[config.mk]
export PLATFORM = sky130hd
export DESIGN_NAME = rf_remote_pulse_width_decoder
export DESIGN_NICKNAME = d
export VERILOG_FILES = /design/src/rtl/core/rfpwd_pkg.sv /design/src/rtl/core/rf_remote_pulse_width_decoder.sv /design/src/rtl/core/rfpwd_cfg_regs.sv /design/src/rtl/core/rfpwd_decode.sv /design/src/rtl/core/rfpwd_out_reg.sv
export VERILOG_INCLUDE_DIRS = /design/src /design/src/rtl/core
export SDC_FILE = /design/constraint.sdc
export NUM_CORES = 1
export LEC_CHECK = 0
export BUFFER_PORTS_ARGS = -buffer_cell sky130_fd_sc_hd__buf_4
export CAP_MARGIN = 5
export CORE_MARGIN = 2
export CORE_UTILIZATION = 40
export CTS_CLUSTER_DIAMETER = 60
export CTS_CLUSTER_SIZE = 16
export DETAILED_ROUTE_END_ITERATION = 7
export SYNTH_ARGS = -nofsm -noshare
export SYNTH_HDL_FRONTEND = slang
export SYNTH_SLANG_ARGS = --single-unit
export TNS_END_PERCENT = 30
[constraint.sdc]
create_clock -name i_clk -period 4.1 [get_ports i_clk]
set_input_delay 0.41 -clock i_clk [delete_from_list [all_inputs] [get_ports i_clk]]
set_output_delay 0.41 -clock i_clk [all_outputs]
set_load 0.005 [all_outputs]
[src/rtl/core/rf_remote_pulse_width_decoder_macros.svh]
// Assertion macros shared by the pulse width decoder RTL.
// Needs nothing else; include by bare file name inside a module body.
`ifndef RF_REMOTE_PULSE_WIDTH_DECODER_MACROS_SVH
`define RF_REMOTE_PULSE_WIDTH_DECODER_MACROS_SVH

// Check a property on every clock edge outside reset.
`define RFPWD_ASSERT_ALWAYS(label, clk, rst_n, prop, msg) \
    label: assert property (@(posedge clk) disable iff (!rst_n) (prop)) \
        else $error(msg);

// Check that a condition leads to a consequence on the next edge.
`define RFPWD_ASSERT_NEXT(label, clk, rst_n, ante, cons, msg) \
    label: assert property (@(posedge clk) disable iff (!rst_n) (ante) |=> (cons)) \
        else $error(msg);

`endif

[src/rtl/core/rfpwd_pkg.sv]
// Types and constants of the RF remote pulse width decoder.
// Used by every module under rtl/core; depends on nothing.
package rfpwd_pkg;

    localparam int CNT_W   = 6;
    localparam int KEY_W   = 32;
    localparam int INDEX_W = 2;

    localparam logic [CNT_W-1:0] MAX_BITS = 6'd32;

    localparam logic [CNT_W-1:0] IDLE_LIMIT_RST    = 6'd32;
    localparam logic [CNT_W-1:0] ONE_THRESHOLD_RST = 6'd8;
    localparam logic [CNT_W-1:0] FRAME_BITS_RST    = 6'd25;

    typedef enum logic [INDEX_W-1:0] {
        CFG_IDLE_LIMIT    = 2'd0,
        CFG_ONE_THRESHOLD = 2'd1,
        CFG_FRAME_BITS    = 2'd2,
        CFG_UNUSED        = 2'd3
    } t_cfg_index;

    typedef struct packed {
        logic [CNT_W-1:0] idle_limit;
        logic [CNT_W-1:0] one_threshold;
        logic [CNT_W-1:0] frame_bits;
    } t_cfg;

    typedef struct packed {
        logic [KEY_W-1:0] key_value;
        logic             key_changed;
    } t_result;

endpackage

[src/rtl/core/rf_remote_pulse_width_decoder.sv]
// Top level of the RF remote pulse width decoder: input register, decode, result register.
// Depends on rfpwd_pkg, rfpwd_cfg_regs, rfpwd_decode and rfpwd_out_reg.
//
// Channel   Dir  Handshake                      Payload
// s_axis    in   s_axis_tvalid / s_axis_tready  tdata[0] pin_level
// m_axis    out  m_axis_tvalid / m_axis_tready  tdata key_value, tuser key_changed
// cfg       in   i_cfg_valid / o_cfg_ready      i_cfg_index, i_cfg_data
//
// One request per cycle sustained while m_axis_tready stays high; each accepted sample gives one result.
// Latency is set by the input register and the result register around the decode logic.
// Reset is synchronous and active low; all counts, words and the key clear, registers
// take their reset values. A stalled output holds the result and backs up the input
// register, so s_axis_tready falls only while both stages are full.
module rf_remote_pulse_width_decoder import rfpwd_pkg::*; (
    input  logic               i_clk,
    input  logic               i_rst_n,
    input  logic               s_axis_tvalid,
    output logic               s_axis_tready,
    input  logic [7:0]         s_axis_tdata,   // [0] pin_level, [7:1] zero
    output logic               m_axis_tvalid,
    input  logic               m_axis_tready,
    output logic [KEY_W-1:0]   m_axis_tdata,   // [31:0] key_value
    output logic               m_axis_tuser,   // [0] key_changed
    input  logic               i_cfg_valid,
    output logic               o_cfg_ready,
    input  logic [INDEX_W-1:0] i_cfg_index,
    input  logic [CNT_W-1:0]   i_cfg_data
);

    logic    r_in_valid;
    logic    n_in_valid;
    logic    r_in_level;
    logic    w_free;
    logic    w_step;
    logic    w_in_take;
    t_cfg    w_cfg;
    t_result w_result;
    t_result w_out_result;

    assign o_cfg_ready   = 1'b1;
    assign w_step        = r_in_valid && w_free;
    assign s_axis_tready = !r_in_valid || w_free;
    assign w_in_take     = s_axis_tvalid && s_axis_tready;

    always_comb begin
        n_in_valid = r_in_valid;
        if (w_in_take) begin
            n_in_valid = 1'b1;
        end else if (w_step) begin
            n_in_valid = 1'b0;
        end
    end

    always_ff @(posedge i_clk) begin
        if (!i_rst_n) begin
            r_in_valid <= 1'b0;
        end else begin
            r_in_valid <= n_in_valid;
        end
    end

    always_ff @(posedge i_clk) begin
        if (w_in_take) begin
            r_in_level <= s_axis_tdata[0];
        end
    end

    rfpwd_cfg_regs u_cfg_regs (
        .i_clk      (i_clk),
        .i_rst_n    (i_rst_n),
        .i_wr_en    (i_cfg_valid && o_cfg_ready),
        .i_wr_index (i_cfg_index),
        .i_wr_data  (i_cfg_data),
        .o_cfg      (w_cfg)
    );

    rfpwd_decode u_decode (
        .i_clk    (i_clk),
        .i_rst_n  (i_rst_n),
        .i_step   (w_step),
        .i_level  (r_in_level),
        .i_cfg    (w_cfg),
        .o_result (w_result)
    );

    rfpwd_out_reg u_out_reg (
        .i_clk    (i_clk),
        .i_rst_n  (i_rst_n),
        .i_load   (w_step),
        .i_result (w_result),
        .i_ready  (m_axis_tready),
        .o_free   (w_free),
        .o_valid  (m_axis_tvalid),
        .o_result (w_out_result)
    );

    assign m_axis_tdata = w_out_result.key_value;
    assign m_axis_tuser = w_out_result.key_changed;

endmodule

[src/rtl/core/rfpwd_cfg_regs.sv]
// Configuration register file of the pulse width decoder.
// Depends on rfpwd_pkg.
module rfpwd_cfg_regs import rfpwd_pkg::*; (
    input  logic                 i_clk,
    input  logic                 i_rst_n,
    input  logic                 i_wr_en,
    input  logic [INDEX_W-1:0]   i_wr_index,
    input  logic [CNT_W-1:0]     i_wr_data,
    output t_cfg                 o_cfg
);

    t_cfg r_cfg;
    t_cfg n_cfg;

    always_comb begin
        n_cfg = r_cfg;
        if (i_wr_en) begin
            unique case (t_cfg_index'(i_wr_index))
                CFG_IDLE_LIMIT:    n_cfg.idle_limit    = i_wr_data;
                CFG_ONE_THRESHOLD: n_cfg.one_threshold = i_wr_data;
                CFG_FRAME_BITS:    n_cfg.frame_bits    = i_wr_data;
                default:           n_cfg = r_cfg;
            endcase
        end
    end

    always_ff @(posedge i_clk) begin
        if (!i_rst_n) begin
            r_cfg.idle_limit    <= IDLE_LIMIT_RST;
            r_cfg.one_threshold <= ONE_THRESHOLD_RST;
            r_cfg.frame_bits    <= FRAME_BITS_RST;
        end else begin
            r_cfg <= n_cfg;
        end
    end

    assign o_cfg = r_cfg;

endmodule

[src/rtl/core/rfpwd_decode.sv]
// Pulse width measurement, bit assembly and key hold of the decoder.
// Depends on rfpwd_pkg and rf_remote_pulse_width_decoder_macros.svh.
module rfpwd_decode import rfpwd_pkg::*; (
    input  logic     i_clk,
    input  logic     i_rst_n,
    input  logic     i_step,
    input  logic     i_level,
    input  t_cfg     i_cfg,
    output t_result  o_result
);

    logic [CNT_W-1:0] r_low_ticks,  n_low_ticks;
    logic [CNT_W-1:0] r_high_ticks, n_high_ticks;
    logic             r_last_level, n_last_level;
    logic [CNT_W-1:0] r_high_time,  n_high_time;
    logic [CNT_W-1:0] r_bits_seen,  n_bits_seen;
    logic [KEY_W-1:0] r_shift_word, n_shift_word;
    logic [KEY_W-1:0] r_held_key,   n_held_key;

    always_comb begin
        n_low_ticks  = r_low_ticks;
        n_high_ticks = r_high_ticks;
        n_last_level = r_last_level;
        n_high_time  = r_high_time;
        n_bits_seen  = r_bits_seen;
        n_shift_word = r_shift_word;
        n_held_key   = r_held_key;
        if (i_step) begin
            if (!i_level) begin
                if (r_low_ticks < i_cfg.idle_limit) begin
                    n_low_ticks = r_low_ticks + 6'd1;
                    // end of frame: latch the word only on an exact bit count
                    if (n_low_ticks >= i_cfg.idle_limit) begin
                        n_held_key   = (r_bits_seen == i_cfg.frame_bits) ? r_shift_word
                                                                         : '0;
                        n_shift_word = '0;
                        n_bits_seen  = '0;
                    end
                    n_high_ticks = '0;
                    if (r_last_level) begin
                        n_last_level = 1'b0;
                        if (r_high_time >= i_cfg.one_threshold) begin
                            n_shift_word = n_shift_word | {{(KEY_W-1){1'b0}}, 1'b1};
                        end
                        if (n_bits_seen < MAX_BITS) begin
                            n_bits_seen = n_bits_seen + 6'd1;
                        end
                    end
                end
            end else begin
                if (r_high_ticks < i_cfg.idle_limit) begin
                    n_high_ticks = r_high_ticks + 6'd1;
                    // long high level: abort the frame and drop the key
                    if (n_high_ticks >= i_cfg.idle_limit) begin
                        n_shift_word = '0;
                        n_held_key   = '0;
                        n_bits_seen  = '0;
                    end
                    n_low_ticks = '0;
                    if (!r_last_level) begin
                        n_last_level = 1'b1;
                        n_high_time  = '0;
                        n_shift_word = {n_shift_word[KEY_W-2:0], 1'b0};
                    end else begin
                        n_high_time = r_high_time + 6'd1;
                    end
                end
            end
        end
    end

    always_ff @(posedge i_clk) begin
        if (!i_rst_n) begin
            r_low_ticks  <= '0;
            r_high_ticks <= '0;
            r_last_level <= 1'b0;
            r_high_time  <= '0;
            r_bits_seen  <= '0;
            r_shift_word <= '0;
            r_held_key   <= '0;
        end else begin
            r_low_ticks  <= n_low_ticks;
            r_high_ticks <= n_high_ticks;
            r_last_level <= n_last_level;
            r_high_time  <= n_high_time;
            r_bits_seen  <= n_bits_seen;
            r_shift_word <= n_shift_word;
            r_held_key   <= n_held_key;
        end
    end

    assign o_result.key_value   = n_held_key;
    assign o_result.key_changed = (n_held_key != r_held_key);

`include "rf_remote_pulse_width_decoder_macros.svh"

    `RFPWD_ASSERT_ALWAYS(a_bits_bounded, i_clk, i_rst_n, r_bits_seen <= MAX_BITS, "bit count above 32")
    `RFPWD_ASSERT_ALWAYS(a_one_count_live, i_clk, i_rst_n, (r_low_ticks == '0) || (r_high_ticks == '0), "low and high counts both running")
    `RFPWD_ASSERT_NEXT(a_key_needs_step, i_clk, i_rst_n, !i_step, $stable(r_held_key), "key moved without a sample")

endmodule

[src/rtl/core/rfpwd_out_reg.sv]
// Result register of the pulse width decoder, parting decode from the output stream.
// Depends on rfpwd_pkg.
module rfpwd_out_reg import rfpwd_pkg::*; (
    input  logic     i_clk,
    input  logic     i_rst_n,
    input  logic     i_load,
    input  t_result  i_result,
    input  logic     i_ready,
    output logic     o_free,
    output logic     o_valid,
    output t_result  o_result
);

    logic    r_valid;
    logic    n_valid;
    t_result r_result;

    assign o_free = !r_valid || i_ready;

    always_comb begin
        n_valid = r_valid;
        if (i_load) begin
            n_valid = 1'b1;
        end else if (i_ready) begin
            n_valid = 1'b0;
        end
    end

    always_ff @(posedge i_clk) begin
        if (!i_rst_n) begin
            r_valid <= 1'b0;
        end else begin
            r_valid <= n_valid;
        end
    end

    always_ff @(posedge i_clk) begin
        if (i_load) begin
            r_result <= i_result;
        end
    end

    assign o_valid  = r_valid;
    assign o_result = r_result;

endmodule

==> impl_metrics.py, run 1 <==
metrics = {
    "clocking": {
        "cts_resized": 0,
        "cts_tree": "built",
        "clk_pin_slew_worst_paths_ns": 0.06,
        "postCtsSetupRepairBufs": 0,
        "h-tree-depth": 4,
        "cts.sinks": 143,
        "cts_hold_buf": 0,
        "clk_path_buf_depth": 2,
        "insertion_delay_ns": 0.42,
        "clockRootBuffer": "clkbuf_16",
        "cts_buffers": 17,
    },
    "min_path": {
        "min_to": "r_in_level",
        "worstHoldStart": "s_axis_tdata[0]",
        "hold-path-cell-count": 1,
        "hold_class": "input pin to flop",
    },
    "placed_design": {
        "dp_hpwl_um": 12200,
        "place_congestion": 0.871,
        "portBuffers": 48,
    },
    "synth": {
        "synth_xor_area_frac": 0.0236,
        "synth_area_um2": 7050,
        "yosysSeqAreaShare": 0.454,
        "ys_async_sr_fraction": 0,
        "yosysTopAreaCell": "dfxtp_1",
        "synth_top_area_frac": 0.309,
        "synth_compound_area_frac": 0.201,
        "synth.area.top_cells": "dfxtp_1, edfxtp_1, ha_1",
        "avgSynthCellArea_um2": 9.39,
        "synth-main-ff-cell": "dfxtp_1",
        "synth_top_family_by_area": "compound AO/OA/AOI/OAI gates",
        "yosysUniqueCellTypes": 68,
        "synth_mux_area_frac": 0.0186,
        "synth-warning-count": 0,
        "synth-edff-count": 34,
        "synthAdderAreaFrac": 0.0603,
        "syn_nets": 806,
        "synth.most_common_cell": "dfxtp_1",
        "synth_simple_gate_area_frac": 0.192,
        "synth_cells": 751,
        "synth-seq-cells": 143,
        "synthTopCellsByCount": "dfxtp_1, nand2_1, nor2b_1",
    },
    "power_and_ir_drop": {
        "p_leak_nw": 3.10,
        "powerDensity_nw_per_um2": 390,
        "power.switching_uw": 727,
        "vdd.ir_drop.worst_v": 0.000300,
        "internal_power_mw": 2.50,
        "p_seq_frac": 0.459,
        "power_frac_clock": 0.481,
        "power_mw": 3.22,
        "pwr-share-comb": 0.060,
        "switching_share": 0.225,
    },
    "detailed_routing": {
        "route.detailed.drc": 0,
        "drt-initial-drc-count": 381,
        "ant_nets": 0,
        "via_per_inst": 5.40,
        "wl_um": 17200,
        "routedWlPerCell_um": 16.7,
        "vias": 5566,
        "first_pass_iters": 5,
    },
    "setup_path": {
        "crit_family": "compound AO/OA/AOI/OAI gates",
        "r2r_slack_ns": 0.51,
        "crit_required_ns": 4.25,
        "startpoint_type": "flop",
        "path_buf_inv": 1,
        "path_max_fanout": 22,
        "worstPathArrival_ns": 3.75,
        "reg2reg_depth": 13,
        "r2r-end": "u_out_reg.o_result[0]",
        "cp_cell_sequence": "and3_1 -> nand3_1 -> xnor2_1 -> ha_1 -> nand2_1 -> o21ai_0 -> a21oi_1 -> buf_4 -> o41ai_1 -> o2111ai_1 -> a2111oi_2 -> a31oi_1 -> or4_1",
        "critPathSlowestCell": "or4_1",
        "cp-end-kind": "flop",
        "crit_type": "flop to flop",
        "r2r-start": "u_decode.r_low_ticks[0]",
        "critPathMaxStageDelay_ns": 0.53,
    },
    "sta": {
        "hold_viol": 0,
        "relSlewSlack": 0.429,
        "worstMarginPinSlew_ns": 0.856,
        "setup_tns_ns": 0,
        "clock_skew_ns": 0.00800,
        "fin_crit_sh": 0.876,
        "fmax_ghz": 0.278,
        "grt_setup_unrepaired": "false",
        "period_needed_ns": 3.59,
        "drv_slew": 0,
        "setup_violations": 0,
    },
    "status": {
        "status": "finished clean",
    },
    "flow_run": {
        "max-cap-violations": 0,
    },
    "cells_and_area": {
        "antenna_cells": 0,
        "drive_gt1_frac": 0.134,
        "area_growth_pct": 17.0,
        "final_nets": 848,
    },
    "global_routing": {
        "overflow": 0,
        "grt_pass1_vias": 5339,
        "antenna_found_initial": 0,
        "grtUsageMet1": 0.245,
        "grt-busiest-layer": "met2",
        "use_met3": 0.0415,
        "use_met2": 0.325,
        "grt_first_pass_wirelength_um": 27900,
        "grtUsageTotal": 0.195,
        "grt_max_degree": 105,
    },
    "floorplan": {
        "io_pins": 57,
        "die_y_um": 137,
        "die_x_um": 137,
        "coreArea_um2": 17300,
        "start_util": 0.408,
        "die-area_um2": 18700,
        "rows": 48,
    },
}
==> cell families after synthesis <==
kind of cell	after synthesis
and+or+nand+nor	253
AOI/OAI and AO/OA	199
DFF	143
buffers and inverters	89
adders and majority gates	34
xor gates and xnor gates	19
muxes	13
other	1
==> layer usage <==
layer	vias up	part of all wire	routed length, um
met3	27	0.037	634
met5	-	0	0
met2	132	0.49	8430
met1	2663	0.45	7750
li1	2744	-	-
met4	0	0.022	382
==> per-stage QoR <==
stage	cells	hold WS [ns]	utilization	setup slack (ns)	instance area [um2]
floorplan	751	0.455	-	0.791	7050
global placement	999	0.482	0.443	0.603	7660
detailed placement	999	0.483	0.443	0.559	7660
CTS	1031	0.153	0.477	0.563	8260
global route	1031	0.153	0.477	0.155	8260
finish	1031	0.169	0.477	0.508	8260
==> power groups by stage <==
stage	combinational (mW)	clock, mW	sequential (mW)
6_report	0.193	1.55	1.48
5_1_grt	0.214	1.65	1.48
4_1_cts	0.194	1.58	1.48
3_5_place_dp	0.194	0	1.51
3_3_place_gp	0.189	0	1.51
2_1_floorplan	0.115	0	1.51
==> registers in the layout, indices dropped and copies added (netlist names) <==
signal	count
u_cfg_regs.o_cfg	18
u_decode.r_low_ticks	6
r_in_level	1
r_in_valid	1
u_decode.r_bits_seen	6
u_decode.r_high_ticks	6
u_decode.r_held_key	32
u_out_reg.o_valid	1
u_decode.r_shift_word	32
u_decode.r_last_level	1
u_out_reg.o_result	33
u_decode.r_high_time	6
==> layout make-up <==
class | instances | area [um2]
flip-flops and latches | 143 | 3200
inverters | 50 | 188
multi-input cells | 519 | 3520
repair buffers | 62 | 465
clock inverters | 14 | 165
well taps | 225 | 282
fillers | 1663 | 9040
clock buffers | 18 | 429
==> worst register-to-register path, cell delays in order (launching register included) <==
cell	delay, ns
dfxtp_1	0.44
and3_1	0.21
nand3_1	0.10
xnor2_1	0.16
ha_1	0.30
nand2_1	0.07
o21ai_0	0.14
a21oi_1	0.06
buf_4	0.21
o41ai_1	0.39
o2111ai_1	0.20
a2111oi_2	0.39
a31oi_1	0.13
or4_1	0.53
==> placed cells by master, fill, tap and decap left out, types with 4 or more instances in the layout <==
master       n
a21boi_0    17
a21o_1       9
a21oi_1     42
a22o_1      18
a22oi_1     34
and2_1      37
and3_1       4
buf_4       62
clkbuf_16   17
clkinv_2     4
dfxtp_1    109
edfxtp_1    34
ha_1        34
inv_1       50
mux2i_1     12
nand2_1     69
nand3_1     15
nand4_1      5
nor2_1      36
nor2b_1     56
nor3_1       5
nor4_1       5
o21ai_0     33
o22ai_1      8
o41ai_1      4
xnor2_1      8
xor2_1      11
==> worst max-delay path by stage <==
stage	startpoint	endpoint	slack, ns	cells past startpoint
floorplan	u_decode.r_low_ticks[0]	u_out_reg.o_result[0]	0.79	13
global placement	u_decode.r_low_ticks[0]	u_out_reg.o_result[0]	0.60	13
detailed placement	u_decode.r_low_ticks[0]	u_out_reg.o_result[0]	0.56	13
CTS	u_decode.r_low_ticks[0]	u_out_reg.o_result[0]	0.56	13
global route	u_decode.r_low_ticks[0]	u_out_reg.o_result[0]	0.16	13
finish	u_decode.r_low_ticks[0]	u_out_reg.o_result[0]	0.51	13
No activity file was read; power rests on OpenSTA's default activity.
==> run 2: changes to the inputs <==
PLACE_DENSITY_LB_ADDON = 0.12   (was not set)
==> impl_metrics.py, run 2 (same netlist as run 1, synthesis figures left out) <==
metrics = {
    "clocking": {
        "clockRootBuffer": "clkbuf_16",
        "clk_pin_slew_worst_paths_ns": 0.06,
        "postCtsSetupRepairBufs": 0,
        "cts_buffers": 17,
        "cts.sinks": 143,
        "h-tree-depth": 4,
        "insertion_delay_ns": 0.43,
        "cts_hold_buf": 0,
        "cts_resized": 0,
        "cts_tree": "built",
        "clk_path_buf_depth": 2,
    },
    "setup_path": {
        "r2r-start": "u_decode.r_low_ticks[0]",
        "startpoint_type": "flop",
        "crit_type": "flop to flop",
        "path_depth": 13,
        "path_buf_inv": 1,
        "worstPathArrival_ns": 3.83,
        "cp_cell_sequence": "and3_1 -> nand3_1 -> xnor2_1 -> ha_1 -> nand2_1 -> o21ai_0 -> a21oi_1 -> buf_4 -> o41ai_1 -> o2111ai_1 -> a2111oi_2 -> a31oi_1 -> or4_1",
        "crit_required_ns": 4.25,
        "r2r-end": "u_out_reg.o_result[0]",
        "path_max_fanout": 7,
        "cp-end-kind": "flop",
        "cp-endpoint": "u_out_reg.o_result[0]",
        "crit_path_start": "u_decode.r_low_ticks[0]",
        "reg2reg_depth": 13,
        "critPathMaxStageDelay_ns": 0.56,
        "r2r_slack_ns": 0.42,
        "crit_family": "compound AO/OA/AOI/OAI gates",
        "critPathSlowestCell": "or4_1",
    },
    "cells_and_area": {
        "fin_cells": 1032,
        "largest_reg_flops": 33,
        "final_nets": 849,
        "area_growth_pct": 17.5,
        "final_common_cell": "dfxtp_1",
        "drive_gt1_frac": 0.134,
        "antenna_cells": 0,
        "final.fill_count": 1692,
        "final_cell_mix": "dfxtp_1, nand2_1, buf_4",
        "final_area_um2": 8290,
    },
    "floorplan": {
        "die_y_um": 137,
        "die_x_um": 137,
        "io_pins": 57,
        "rows": 48,
        "start_util": 0.408,
        "coreArea_um2": 17300,
        "die-area_um2": 18700,
    },
    "power_and_ir_drop": {
        "vdd.ir_drop.worst_v": 0.000294,
        "p_leak_nw": 3.11,
        "powerDensity_nw_per_um2": 396,
    },
    "detailed_routing": {
        "routedWlPerCell_um": 16.5,
        "drt-initial-drc-count": 314,
        "first_pass_iters": 5,
        "ant_nets": 0,
        "via_per_inst": 5.34,
        "route.detailed.drc": 0,
        "wl_um": 17000,
        "vias": 5516,
    },
    "sta": {
        "grt_setup_unrepaired": "false",
        "fmax_ghz": 0.272,
        "clock_skew_ns": 0.00892,
        "hold_viol": 0,
        "relSlewSlack": 0.436,
        "period_needed_ns": 3.68,
        "worstMarginPinSlew_ns": 0.846,
        "drv_slew": 0,
        "fin_crit_sh": 0.897,
        "whs_ns": 0.170,
        "setup_violations": 0,
        "setup_tns_ns": 0,
    },
    "global_routing": {
        "grt-busiest-layer": "met2",
        "use_met3": 0.0400,
        "grt_max_degree": 105,
        "use_met2": 0.321,
        "antenna_found_initial": 0,
        "grtUsageTotal": 0.192,
        "grtUsageMet1": 0.240,
        "grt_first_pass_wirelength_um": 27500,
        "grt_pass1_vias": 5125,
        "overflow": 0,
    },
    "placed_design": {
        "portBuffers": 48,
        "dpl_cell_area_um2": 7670,
        "place_congestion": 0.953,
        "dpl.cell_count": 1000,
        "dp_hpwl_um": 12000,
    },
    "status": {
        "status": "finished clean",
    },
    "min_path": {
        "hold_class": "input pin to flop",
        "worstHoldStart": "s_axis_tdata[0]",
    },
    "flow_run": {
        "max-cap-violations": 0,
    },
}
## run 2: cell types whose count changed in the layout (fill, tap and decap cells not counted), sizes merged
cell | before | now
clkinv | 8 | 4
clkbuf | 18 | 23
buf | 62 | 63
inv | 52 | 51
## run 2: area by class of cell
class	instances	area [um2]	area share
clock buffers	23	489	0.0590
clock inverters	9	131	0.0158
inverters	50	188	0.0226
multi-input cells	519	3520	0.425
flip-flops and latches	143	3200	0.386
well taps	225	282	0.0340
repair buffers	63	473	0.0571
## run 2: per-stage QoR
step | utilization | power, mW | setup WS (ns)
2_1_floorplan | - | 1.62 | 0.791
3_3_place_gp | 0.443 | 1.70 | 0.550
3_5_place_dp | 0.443 | 1.70 | 0.465
4_1_cts | 0.479 | 3.31 | 0.432
5_1_grt | 0.479 | 3.40 | 0.159
6_report | 0.479 | 3.28 | 0.422
## run 2: where the power goes
group	internal (mW)	switching, mW	total, mW
logic	0.0756	0.116	0.192
registers	1.47	0.0137	1.48
clock network	1.03	0.582	1.61
total	2.57	0.711	3.28
## run 2: layer usage
metal  vias up  part of all wire
li1       2746                 -
met1      2604              0.44
met2       135              0.49
met3        31             0.040
met4         0             0.025
met5         -                 0
## run 2: how the worst min path moves through the flow
stage                                to  slack, ns  cells past startpoint
6_report                     r_in_level       0.17                      1
2_1_floorplan  u_decode.r_shift_word[0]       0.45                      2
3_5_place_dp        u_cfg_regs.o_cfg[3]       0.49                      2
4_1_cts                      r_in_level       0.16                      1
5_1_grt                      r_in_level       0.16                      1
3_3_place_gp        u_cfg_regs.o_cfg[4]       0.48                      2
